**config.mk**
```make
export PLATFORM = sky130hd
export DESIGN_NAME = amplitude_dropout_run_detector_unit
export DESIGN_NICKNAME = d
export VERILOG_FILES = /design/src/adrd_pkg.sv /design/src/amplitude_dropout_run_detector_unit.sv /design/src/adrd_core.sv /design/src/adrd_queue.sv
export SDC_FILE = /design/constraint.sdc
export NUM_CORES = 2
export LEC_CHECK = 0
export BUFFER_PORTS_ARGS = -buffer_cell sky130_fd_sc_hd__buf_4
export CAP_MARGIN = 20
export CORE_UTILIZATION = 30
export CTS_CLUSTER_SIZE = 20
export DETAILED_ROUTE_END_ITERATION = 6
export PLACE_DENSITY = 0.56
export RECOVER_POWER = 50
export SLEW_MARGIN = 20
export SYNTH_ARGS = -nofsm -noshare
export SYNTH_HDL_FRONTEND = slang
export SYNTH_SLANG_ARGS = --single-unit
```
**constraint.sdc**
```tcl
create_clock -name clk -period 11.9 [get_ports clk]
set_input_delay 1.785 -clock clk [delete_from_list [all_inputs] [get_ports clk]]
set_output_delay 1.785 -clock clk [all_outputs]
set_load 0.005 [all_outputs]
```
**src/adrd_pkg.sv**
```systemverilog
// Shared types and constants for the amplitude dropout run detector.
package adrd_pkg;

  localparam int unsigned FIELD_W = 24;
  localparam int unsigned TOTAL_W = 25;
  localparam int unsigned THR_W   = 16;
  localparam int unsigned CFG_W   = 24;
  localparam int unsigned CFG_IDX_W = 2;

  localparam logic [CFG_IDX_W-1:0] REG_LEVEL_THRESHOLD = 2'd0;
  localparam logic [CFG_IDX_W-1:0] REG_MIN_RUN_LENGTH  = 2'd1;
  localparam logic [CFG_IDX_W-1:0] REG_DECIMATION_STEP = 2'd2;

  localparam logic KIND_RUN     = 1'b0;
  localparam logic KIND_SUMMARY = 1'b1;

  localparam int unsigned QDEPTH = 4;

  typedef struct packed {
    logic               record_kind;
    logic [FIELD_W-1:0] run_first_sample;
    logic [FIELD_W-1:0] run_final_sample;
    logic [FIELD_W-1:0] run_first_point;
    logic [FIELD_W-1:0] run_final_point;
    logic [TOTAL_W-1:0] dropped_sample_total;
    logic [TOTAL_W-1:0] dropped_point_total;
    logic [TOTAL_W-1:0] point_total;
    logic               final_record;
  } rec_t;

  typedef struct packed {
    logic [1:0] count;
    rec_t       rec0;
    rec_t       rec1;
  } push_t;

endpackage

```
**src/amplitude_dropout_run_detector_unit.sv**
```systemverilog
// Output: a sample's records are registered into the result queue and offered from its head.
// Throughput: one sample per cycle while in_ready is high; a sample yields zero, one or
// two records, and the four-entry result queue drops in_ready while it holds more than
// two records. Output stalls hold the queue; no sample is taken unless two entries are free.
// Reset (synchronous, active low): counters, run state and queue clear; registers
// return to threshold 0, minimum run length 1, decimation step 1.
module amplitude_dropout_run_detector_unit #(
  parameter longint unsigned MAX_SAMPLES = 64'd16777216,
  parameter int unsigned     SAMPLE_BITS = 16
) (
  input  logic                          clk,
  input  logic                          rst_n,
  input  logic                          cfg_wr_en,
  input  logic [adrd_pkg::CFG_IDX_W-1:0] cfg_index,
  input  logic [adrd_pkg::CFG_W-1:0]     cfg_wdata,
  input  logic                          in_valid,
  output logic                          in_ready,
  input  logic signed [SAMPLE_BITS-1:0] in_sample_value,
  input  logic                          in_last_sample,
  output logic                          out_valid,
  input  logic                          out_ready,
  output logic                          out_record_kind,
  output logic [adrd_pkg::FIELD_W-1:0]  out_run_first_sample,
  output logic [adrd_pkg::FIELD_W-1:0]  out_run_final_sample,
  output logic [adrd_pkg::FIELD_W-1:0]  out_run_first_point,
  output logic [adrd_pkg::FIELD_W-1:0]  out_run_final_point,
  output logic [adrd_pkg::TOTAL_W-1:0]  out_dropped_sample_total,
  output logic [adrd_pkg::TOTAL_W-1:0]  out_dropped_point_total,
  output logic [adrd_pkg::TOTAL_W-1:0]  out_point_total,
  output logic                          out_final_record
);
  import adrd_pkg::*;

  localparam int unsigned CNT_W = $clog2(MAX_SAMPLES);
  localparam logic [CNT_W-1:0] CNT_LIMIT = CNT_W'(MAX_SAMPLES - 64'd1);

  logic [THR_W-1:0]   thr_r;
  logic [FIELD_W-1:0] min_run_r;
  logic [FIELD_W-1:0] step_r;
  logic               go;
  logic               has_room;
  push_t              push;
  rec_t               head;

  always_ff @(posedge clk) begin
    if (!rst_n) begin
      thr_r     <= '0;
      min_run_r <= FIELD_W'(1);
      step_r    <= FIELD_W'(1);
    end else if (cfg_wr_en) begin
      unique case (cfg_index)
        REG_LEVEL_THRESHOLD: thr_r     <= cfg_wdata[THR_W-1:0];
        REG_MIN_RUN_LENGTH:  min_run_r <= cfg_wdata[FIELD_W-1:0];
        REG_DECIMATION_STEP: step_r    <= cfg_wdata[FIELD_W-1:0];
        default: ;
      endcase
    end
  end

  assign in_ready = has_room;
  assign go       = in_valid && has_room;

  adrd_core #(
    .SAMPLE_BITS(SAMPLE_BITS),
    .CNT_W      (CNT_W),
    .CNT_LIMIT  (CNT_LIMIT)
  ) u_core (
    .clk            (clk),
    .rst_n          (rst_n),
    .go             (go),
    .sample_value   (in_sample_value),
    .last_sample    (in_last_sample),
    .level_threshold(thr_r),
    .min_run_length (min_run_r),
    .decimation_step(step_r),
    .push           (push)
  );

  adrd_queue u_queue (
    .clk      (clk),
    .rst_n    (rst_n),
    .push     (push),
    .pop      (out_valid && out_ready),
    .has_room (has_room),
    .not_empty(out_valid),
    .head     (head)
  );

  assign out_record_kind          = head.record_kind;
  assign out_run_first_sample     = head.run_first_sample;
  assign out_run_final_sample     = head.run_final_sample;
  assign out_run_first_point      = head.run_first_point;
  assign out_run_final_point      = head.run_final_point;
  assign out_dropped_sample_total = head.dropped_sample_total;
  assign out_dropped_point_total  = head.dropped_point_total;
  assign out_point_total          = head.point_total;
  assign out_final_record         = head.final_record;

endmodule

```
**src/adrd_core.sv**
```systemverilog
// Per-sample run tracking, point mapping and record generation.
module adrd_core #(
  parameter int unsigned SAMPLE_BITS = 16,
  parameter int unsigned CNT_W       = 24,
  parameter logic [CNT_W-1:0] CNT_LIMIT = '1
) (
  input  logic                      clk,
  input  logic                      rst_n,
  input  logic                      go,
  input  logic [SAMPLE_BITS-1:0]    sample_value,
  input  logic                      last_sample,
  input  logic [adrd_pkg::THR_W-1:0]   level_threshold,
  input  logic [adrd_pkg::FIELD_W-1:0] min_run_length,
  input  logic [adrd_pkg::FIELD_W-1:0] decimation_step,
  output adrd_pkg::push_t           push
);
  import adrd_pkg::*;

  localparam int unsigned CMP_W = (SAMPLE_BITS > THR_W) ? SAMPLE_BITS : THR_W;
  localparam int unsigned SUM_W = ((CNT_W > TOTAL_W) ? CNT_W : TOTAL_W) + 1;
  localparam logic [SUM_W-1:0] SAT25 = SUM_W'({TOTAL_W{1'b1}});

  logic [CNT_W-1:0]   sample_cnt_r, sample_cnt_nxt;
  logic [FIELD_W-1:0] phase_r, phase_nxt;
  logic [CNT_W-1:0]   point_cnt_r, point_cnt_nxt;
  logic [CNT_W-1:0]   prev_pt_r, prev_pt_nxt;
  logic [CNT_W-1:0]   start_idx_r, start_idx_nxt;
  logic [CNT_W-1:0]   start_pt_r, start_pt_nxt;
  logic [TOTAL_W-1:0] run_len_r, run_len_nxt;
  logic [TOTAL_W-1:0] ds_r, ds_nxt;
  logic [TOTAL_W-1:0] dp_r, dp_nxt;
  logic [CNT_W-1:0]   lmp_r, lmp_nxt;
  logic               marked_r, marked_nxt;

  logic [SAMPLE_BITS-1:0] mag;
  logic                   low;
  logic [FIELD_W-1:0]     minrun, step;
  logic                   close_a, close_b, close;
  logic [CNT_W-1:0]       end_idx, end_pt;
  logic [TOTAL_W-1:0]     run_used, run_len_upd;
  logic [CNT_W:0]         p0;
  logic [SUM_W-1:0]       span, ds_sum, dp_sum, pt_sum;
  logic [TOTAL_W-1:0]     ds_acc, dp_acc, pt_total;
  logic [FIELD_W-1:0]     phase_inc;
  rec_t                   run_rec, sum_rec;

  always_comb begin
    mag    = sample_value[SAMPLE_BITS-1] ? (~sample_value + 1'b1) : sample_value;
    low    = CMP_W'(mag) < CMP_W'(level_threshold);
    minrun = (min_run_length == '0) ? FIELD_W'(1) : min_run_length;
    step   = (decimation_step == '0) ? FIELD_W'(1) : decimation_step;

    // Run length and start bookkeeping
    start_idx_nxt = start_idx_r;
    start_pt_nxt  = start_pt_r;
    close_a       = 1'b0;
    if (low) begin
      if (run_len_r == '0) begin
        start_idx_nxt = sample_cnt_r;
        start_pt_nxt  = point_cnt_r;
      end
      run_len_upd = (run_len_r == '1) ? run_len_r : run_len_r + 1'b1;
    end else begin
      close_a     = run_len_r >= TOTAL_W'(minrun);
      run_len_upd = '0;
    end
    close_b  = last_sample && (run_len_upd >= TOTAL_W'(minrun));
    close    = close_a || close_b;
    run_used = low ? run_len_upd : run_len_r;
    if (close_a) begin
      end_idx = (sample_cnt_r == '0) ? '0 : sample_cnt_r - 1'b1;
      end_pt  = prev_pt_r;
    end else begin
      end_idx = sample_cnt_r;
      end_pt  = point_cnt_r;
    end

    // Totals after a closing run; shared points count once
    ds_sum = SUM_W'(ds_r) + SUM_W'(run_used);
    p0     = (marked_r && (lmp_r >= start_pt_nxt)) ? {1'b0, lmp_r} + 1'b1
                                                   : {1'b0, start_pt_nxt};
    span   = ({1'b0, end_pt} >= p0) ? SUM_W'({1'b0, end_pt} - p0) + 1'b1 : '0;
    dp_sum = SUM_W'(dp_r) + span;
    if (close) begin
      ds_acc = (ds_sum > SAT25) ? '1 : TOTAL_W'(ds_sum);
      dp_acc = (dp_sum > SAT25) ? '1 : TOTAL_W'(dp_sum);
      lmp_nxt    = (!marked_r || (end_pt > lmp_r)) ? end_pt : lmp_r;
      marked_nxt = 1'b1;
    end else begin
      ds_acc     = ds_r;
      dp_acc     = dp_r;
      lmp_nxt    = lmp_r;
      marked_nxt = marked_r;
    end
    pt_sum   = SUM_W'(point_cnt_r) + 1'b1;
    pt_total = (pt_sum > SAT25) ? '1 : TOTAL_W'(pt_sum);

    run_rec = '0;
    run_rec.record_kind      = KIND_RUN;
    run_rec.run_first_sample = FIELD_W'(start_idx_nxt);
    run_rec.run_final_sample = FIELD_W'(end_idx);
    run_rec.run_first_point  = FIELD_W'(start_pt_nxt);
    run_rec.run_final_point  = FIELD_W'(end_pt);

    sum_rec = '0;
    sum_rec.record_kind          = KIND_SUMMARY;
    sum_rec.dropped_sample_total = ds_acc;
    sum_rec.dropped_point_total  = dp_acc;
    sum_rec.point_total          = pt_total;
    sum_rec.final_record         = 1'b1;

    push.count = go ? ({1'b0, close} + {1'b0, last_sample}) : 2'd0;
    push.rec0  = close ? run_rec : sum_rec;
    push.rec1  = sum_rec;

    // Advance the sample and point counters
    phase_inc = phase_r + 1'b1;
    if (last_sample) begin
      sample_cnt_nxt = '0;
      phase_nxt      = '0;
      point_cnt_nxt  = '0;
      prev_pt_nxt    = '0;
      start_idx_nxt  = '0;
      start_pt_nxt   = '0;
      run_len_nxt    = '0;
      ds_nxt         = '0;
      dp_nxt         = '0;
      lmp_nxt        = '0;
      marked_nxt     = 1'b0;
    end else begin
      prev_pt_nxt    = point_cnt_r;
      sample_cnt_nxt = (sample_cnt_r < CNT_LIMIT) ? sample_cnt_r + 1'b1 : sample_cnt_r;
      run_len_nxt    = run_len_upd;
      ds_nxt         = ds_acc;
      dp_nxt         = dp_acc;
      if (phase_inc >= step) begin
        phase_nxt     = '0;
        point_cnt_nxt = (point_cnt_r < CNT_LIMIT) ? point_cnt_r + 1'b1 : point_cnt_r;
      end else begin
        phase_nxt     = phase_inc;
        point_cnt_nxt = point_cnt_r;
      end
    end
  end

  always_ff @(posedge clk) begin
    if (!rst_n) begin
      sample_cnt_r <= '0;
      phase_r      <= '0;
      point_cnt_r  <= '0;
      prev_pt_r    <= '0;
      start_idx_r  <= '0;
      start_pt_r   <= '0;
      run_len_r    <= '0;
      ds_r         <= '0;
      dp_r         <= '0;
      lmp_r        <= '0;
      marked_r     <= 1'b0;
    end else if (go) begin
      sample_cnt_r <= sample_cnt_nxt;
      phase_r      <= phase_nxt;
      point_cnt_r  <= point_cnt_nxt;
      prev_pt_r    <= prev_pt_nxt;
      start_idx_r  <= start_idx_nxt;
      start_pt_r   <= start_pt_nxt;
      run_len_r    <= run_len_nxt;
      ds_r         <= ds_nxt;
      dp_r         <= dp_nxt;
      lmp_r        <= lmp_nxt;
      marked_r     <= marked_nxt;
    end
  end

endmodule

```
**src/adrd_queue.sv**
```systemverilog
// Result queue: takes up to two records per cycle, hands out one per transfer.
module adrd_queue (
  input  logic            clk,
  input  logic            rst_n,
  input  adrd_pkg::push_t push,
  input  logic            pop,
  output logic            has_room,
  output logic            not_empty,
  output adrd_pkg::rec_t  head
);
  import adrd_pkg::*;

  localparam int unsigned PTR_W = $clog2(QDEPTH);
  localparam int unsigned CNT_W = $clog2(QDEPTH + 1);

  rec_t             entry_r [QDEPTH];
  logic [PTR_W-1:0] wr_ptr_r, wr_ptr_nxt;
  logic [PTR_W-1:0] rd_ptr_r, rd_ptr_nxt;
  logic [CNT_W-1:0] count_r, count_nxt;
  logic [PTR_W-1:0] wr_ptr_plus1;

  always_comb begin
    wr_ptr_plus1 = wr_ptr_r + 1'b1;
    wr_ptr_nxt   = wr_ptr_r + PTR_W'(push.count);
    rd_ptr_nxt   = rd_ptr_r + PTR_W'(pop);
    count_nxt    = count_r + CNT_W'(push.count) - CNT_W'(pop);
    has_room     = count_r <= CNT_W'(QDEPTH - 2);
    not_empty    = count_r != '0;
    head         = entry_r[rd_ptr_r];
  end

  always_ff @(posedge clk) begin
    if (push.count != 2'd0) begin
      entry_r[wr_ptr_r] <= push.rec0;
    end
    if (push.count == 2'd2) begin
      entry_r[wr_ptr_plus1] <= push.rec1;
    end
  end

  always_ff @(posedge clk) begin
    if (!rst_n) begin
      wr_ptr_r <= '0;
      rd_ptr_r <= '0;
      count_r  <= '0;
    end else begin
      wr_ptr_r <= wr_ptr_nxt;
      rd_ptr_r <= rd_ptr_nxt;
      count_r  <= count_nxt;
    end
  end

endmodule

```
==> impl_metrics.yaml <==
cells_and_area:
  n_antenna_cell: 0
  drive_above_1_share_pct: 14.5
  areaGrowthSynthToFinish_pct: 16.3
  layout.nets: 5878
  layout_commonest_cell: "nand2_1"
  fin_util_pct: 35.1
  layout_common_cells: "nand2_1 (720), dfxtp_1 (703), o21ai_0 (406)"
pwr:
  ir_worst_vdd_uv: 133
  leakagePower_nw: 21.7
  finalPower_mw: 9.29
  p_per_area_nw_per_um2: 154
cts:
  clkTransAtPathRegs_ns: 0.07
  numCtsBuffers: 108
  cts_sinks: 1003
  postCtsSetupBuffers: 0
  clock_path_buffers: 3
  clockRootBuffer: "clkbuf_16"
  htreeDepth: 3
  cts_resized: 0
  cts_tree: "yes"
  cts_hold_buffers: 0
  clk_latency_ns: 0.77
setup_path:
  crit_path_end_kind: "register"
  startpoint_type: "input port"
  crit_required_ns: 12.38
  regToRegStartpoint: "thr_r[7]$_SDFFE_PN0P_"
  critPathMaxFanout: 15
  worstPathArrival_ns: 11.66
  path_class: "input port to register"
  crit_slowest_cell: "nor4_1"
  slowest_delay_ns: 0.42
  crit_start: "in_sample_value[5]"
sta:
  slew_headroom_pct: -172
  setup_viol: 0
  fin_crit_ns: 11.18
  rsz0062_at_grt: "no"
  finClkSkew_ns: 0.0633
  setup_tns_ns: 0
  fmax_mhz: 89.5
  hold_violations: 0
  timing.hold.ws_ns: 0.444
  maxSlewViolCount: 842
  period_share_pct: 93.9
  tightest_slew_ns: 4.07
grt:
  grt-ovfl-total: 0
  grt_pass1_vias: 41400
  grt_util_all_layers_pct: 19.1
  grt_start_max_net_pins: 94
  grt_first_pass_wirelength_um: 257000
  antenna_found_initial: 3
flow_run:
  max_cap_violations: 20
place:
  place_hpwl_um: 118000
  portBuffers: 222
  gp_congestion: 0.957
logic_synthesis:
  yosysWarnings: 0
  synth-seq-area-share_pct: 44.6
  avgSynthCellArea_um2: 9.69
  netlist.top_cell.by_area: "dfxtp_1"
  synth_seq_cells: 1003
  synth_edf_count: 300
  syn_area_um2: 51700
  netlist_instances: 5339
  synth_area_leaders: "dfxtp_1 (27%), edfxtp_1 (17%), mux4_2 (7.5%)"
  syn_nets: 5651
  async_reset_ff_share_pct: 0
  synth_top_area_share_pct: 27.2
  ys_types: 96
  ys.flop_type: "dfxtp_1"
floorplanning:
  start_util_pct: 30.2
  core.rowCount: 152
  die_area_um2: 174000
  io_pins: 223
  coreArea_um2: 171000
  die_x_um: 417
  die_height_um: 417
routing:
  vias: 41600
  drt-total-wl_um: 170000
  dr.pass1.iters: 5
  avgRoutedWirePerCell_um: 21.3
  drt-initial-drc-count: 3210
  drc_errors: 0
  viasPerCell: 5.22
  drtAntennaViolNets: 0
worst_hold_path:
  worstHoldStart: "u_queue.entry_r[0][0]$_SDFFE_PP1P_"
  holdCritPathClass: "register to register"
run_status:
  outcome: "finished with violations"
  violations: "capacitance limit, slew limit"
## flip-flops by register name, indices dropped and copies added (netlist names), 24 cells and up
register and cells:
u_queue.entry_r 688, u_core.dp_r 25, u_core.ds_r 25, u_core.run_len_r 25
min_run_r 24, step_r 24, u_core.lmp_r 24, u_core.phase_r 24
u_core.point_cnt_r 24, u_core.prev_pt_r 24, u_core.sample_cnt_r 24, u_core.start_idx_r 24
u_core.start_pt_r 24
## cell families (layout without fill, tap and decap cells)
logic type / Yosys count / after routing / share of synthesized area (%)
adder cells (fa/ha/maj): 264 / 264 / 6.59
flip-flops: 1003 / 1003 / 44.6
multiplexers: 244 / 244 / 8.92
AO/OA/AOI/OAI: 1308 / 1308 / 16.4
AND/OR/NAND/NOR: 1767 / 1767 / 15.7
XOR/XNOR: 225 / 225 / 3.81
buffers and inverters: 528 / 847 / 4.01
## synth_stat cells, types with 53 or more instances
cell      count
nand3_1     135
a21oi_1     251
inv_1       180
nor4_1       53
mux4_2      172
edfxtp_1    300
o21ai_1      58
and3_1       53
nor2b_1     104
nor3_1       93
nand2_1     720
ha_1        250
xnor2_1     130
nor2_1      406
o21ai_0     385
xor2_1       95
dfxtp_1     703
a211oi_1     63
a21boi_0     87
mux2i_1      54
a22o_1      126
clkbuf_1    250
## metrics by stage
step / cell area, um2 / worst slack, ns / cells
global route: 60200 / 0.0307 / 7968
global placement: 57000 / -0.0167 / 7766
CTS: 60500 / 0.649 / 7968
floorplan: 51700 / 0.443 / 5339
detailed placement: 57000 / -0.146 / 7766
finish: 60200 / 0.722 / 7968
## area by class of cell
cell class / instances / area (um2)
flip-flops and latches: 1003 / 23100
clock buffers: 146 / 3020
well taps: 2310 / 2890
inverters: 182 / 689
multi-input cells: 3808 / 26700
fillers: 17400 / 111000
clock inverters: 56 / 536
repair buffers: 463 / 3260
## metal layers
metal	global-route usage [%]	part of all wire (%)	wire (um)	vias to the layer above
met5	0	0.0077	13	-
met2	33.3	50	84100	1074
met3	2.48	4.7	7930	255
met1	23.8	42	71400	20500
met4	7.34	3.8	6420	2
li1	-	-	-	19800
## worst max-delay path, delay by kind of cell
kind	cells	cell delay, ns
AOI/OAI and AO/OA	19	4.17
xor gates and xnor gates	1	0.11
adders and majority gates	5	1.31
buffers and inverters	12	1.81
and+or+nand+nor	16	2.43
## path summary, 6_finish.rpt
check / end / slack [ns] / depth (start not counted)
setup / recovery: u_queue.entry_r[3][41]$_DFFE_PP_ / 0.72 / 53
hold / removal: u_queue.entry_r[0][0]$_SDFFE_PP1P_ / 0.44 / 2
setup reg to reg: u_queue.entry_r[3][41]$_DFFE_PP_ / 2.45 / 46
hold reg to reg: u_queue.entry_r[0][0]$_SDFFE_PP1P_ / 0.44 / 2
## power breakdown
group          switching [mW]  total, mW  internal [mW]
Clock                    1.48       3.38           1.90
Sequential              0.105       3.76           3.65
Combinational            1.32       2.15          0.825
Total                    2.91       9.29           6.37
No activity file was read; power rests on OpenSTA's default activity.
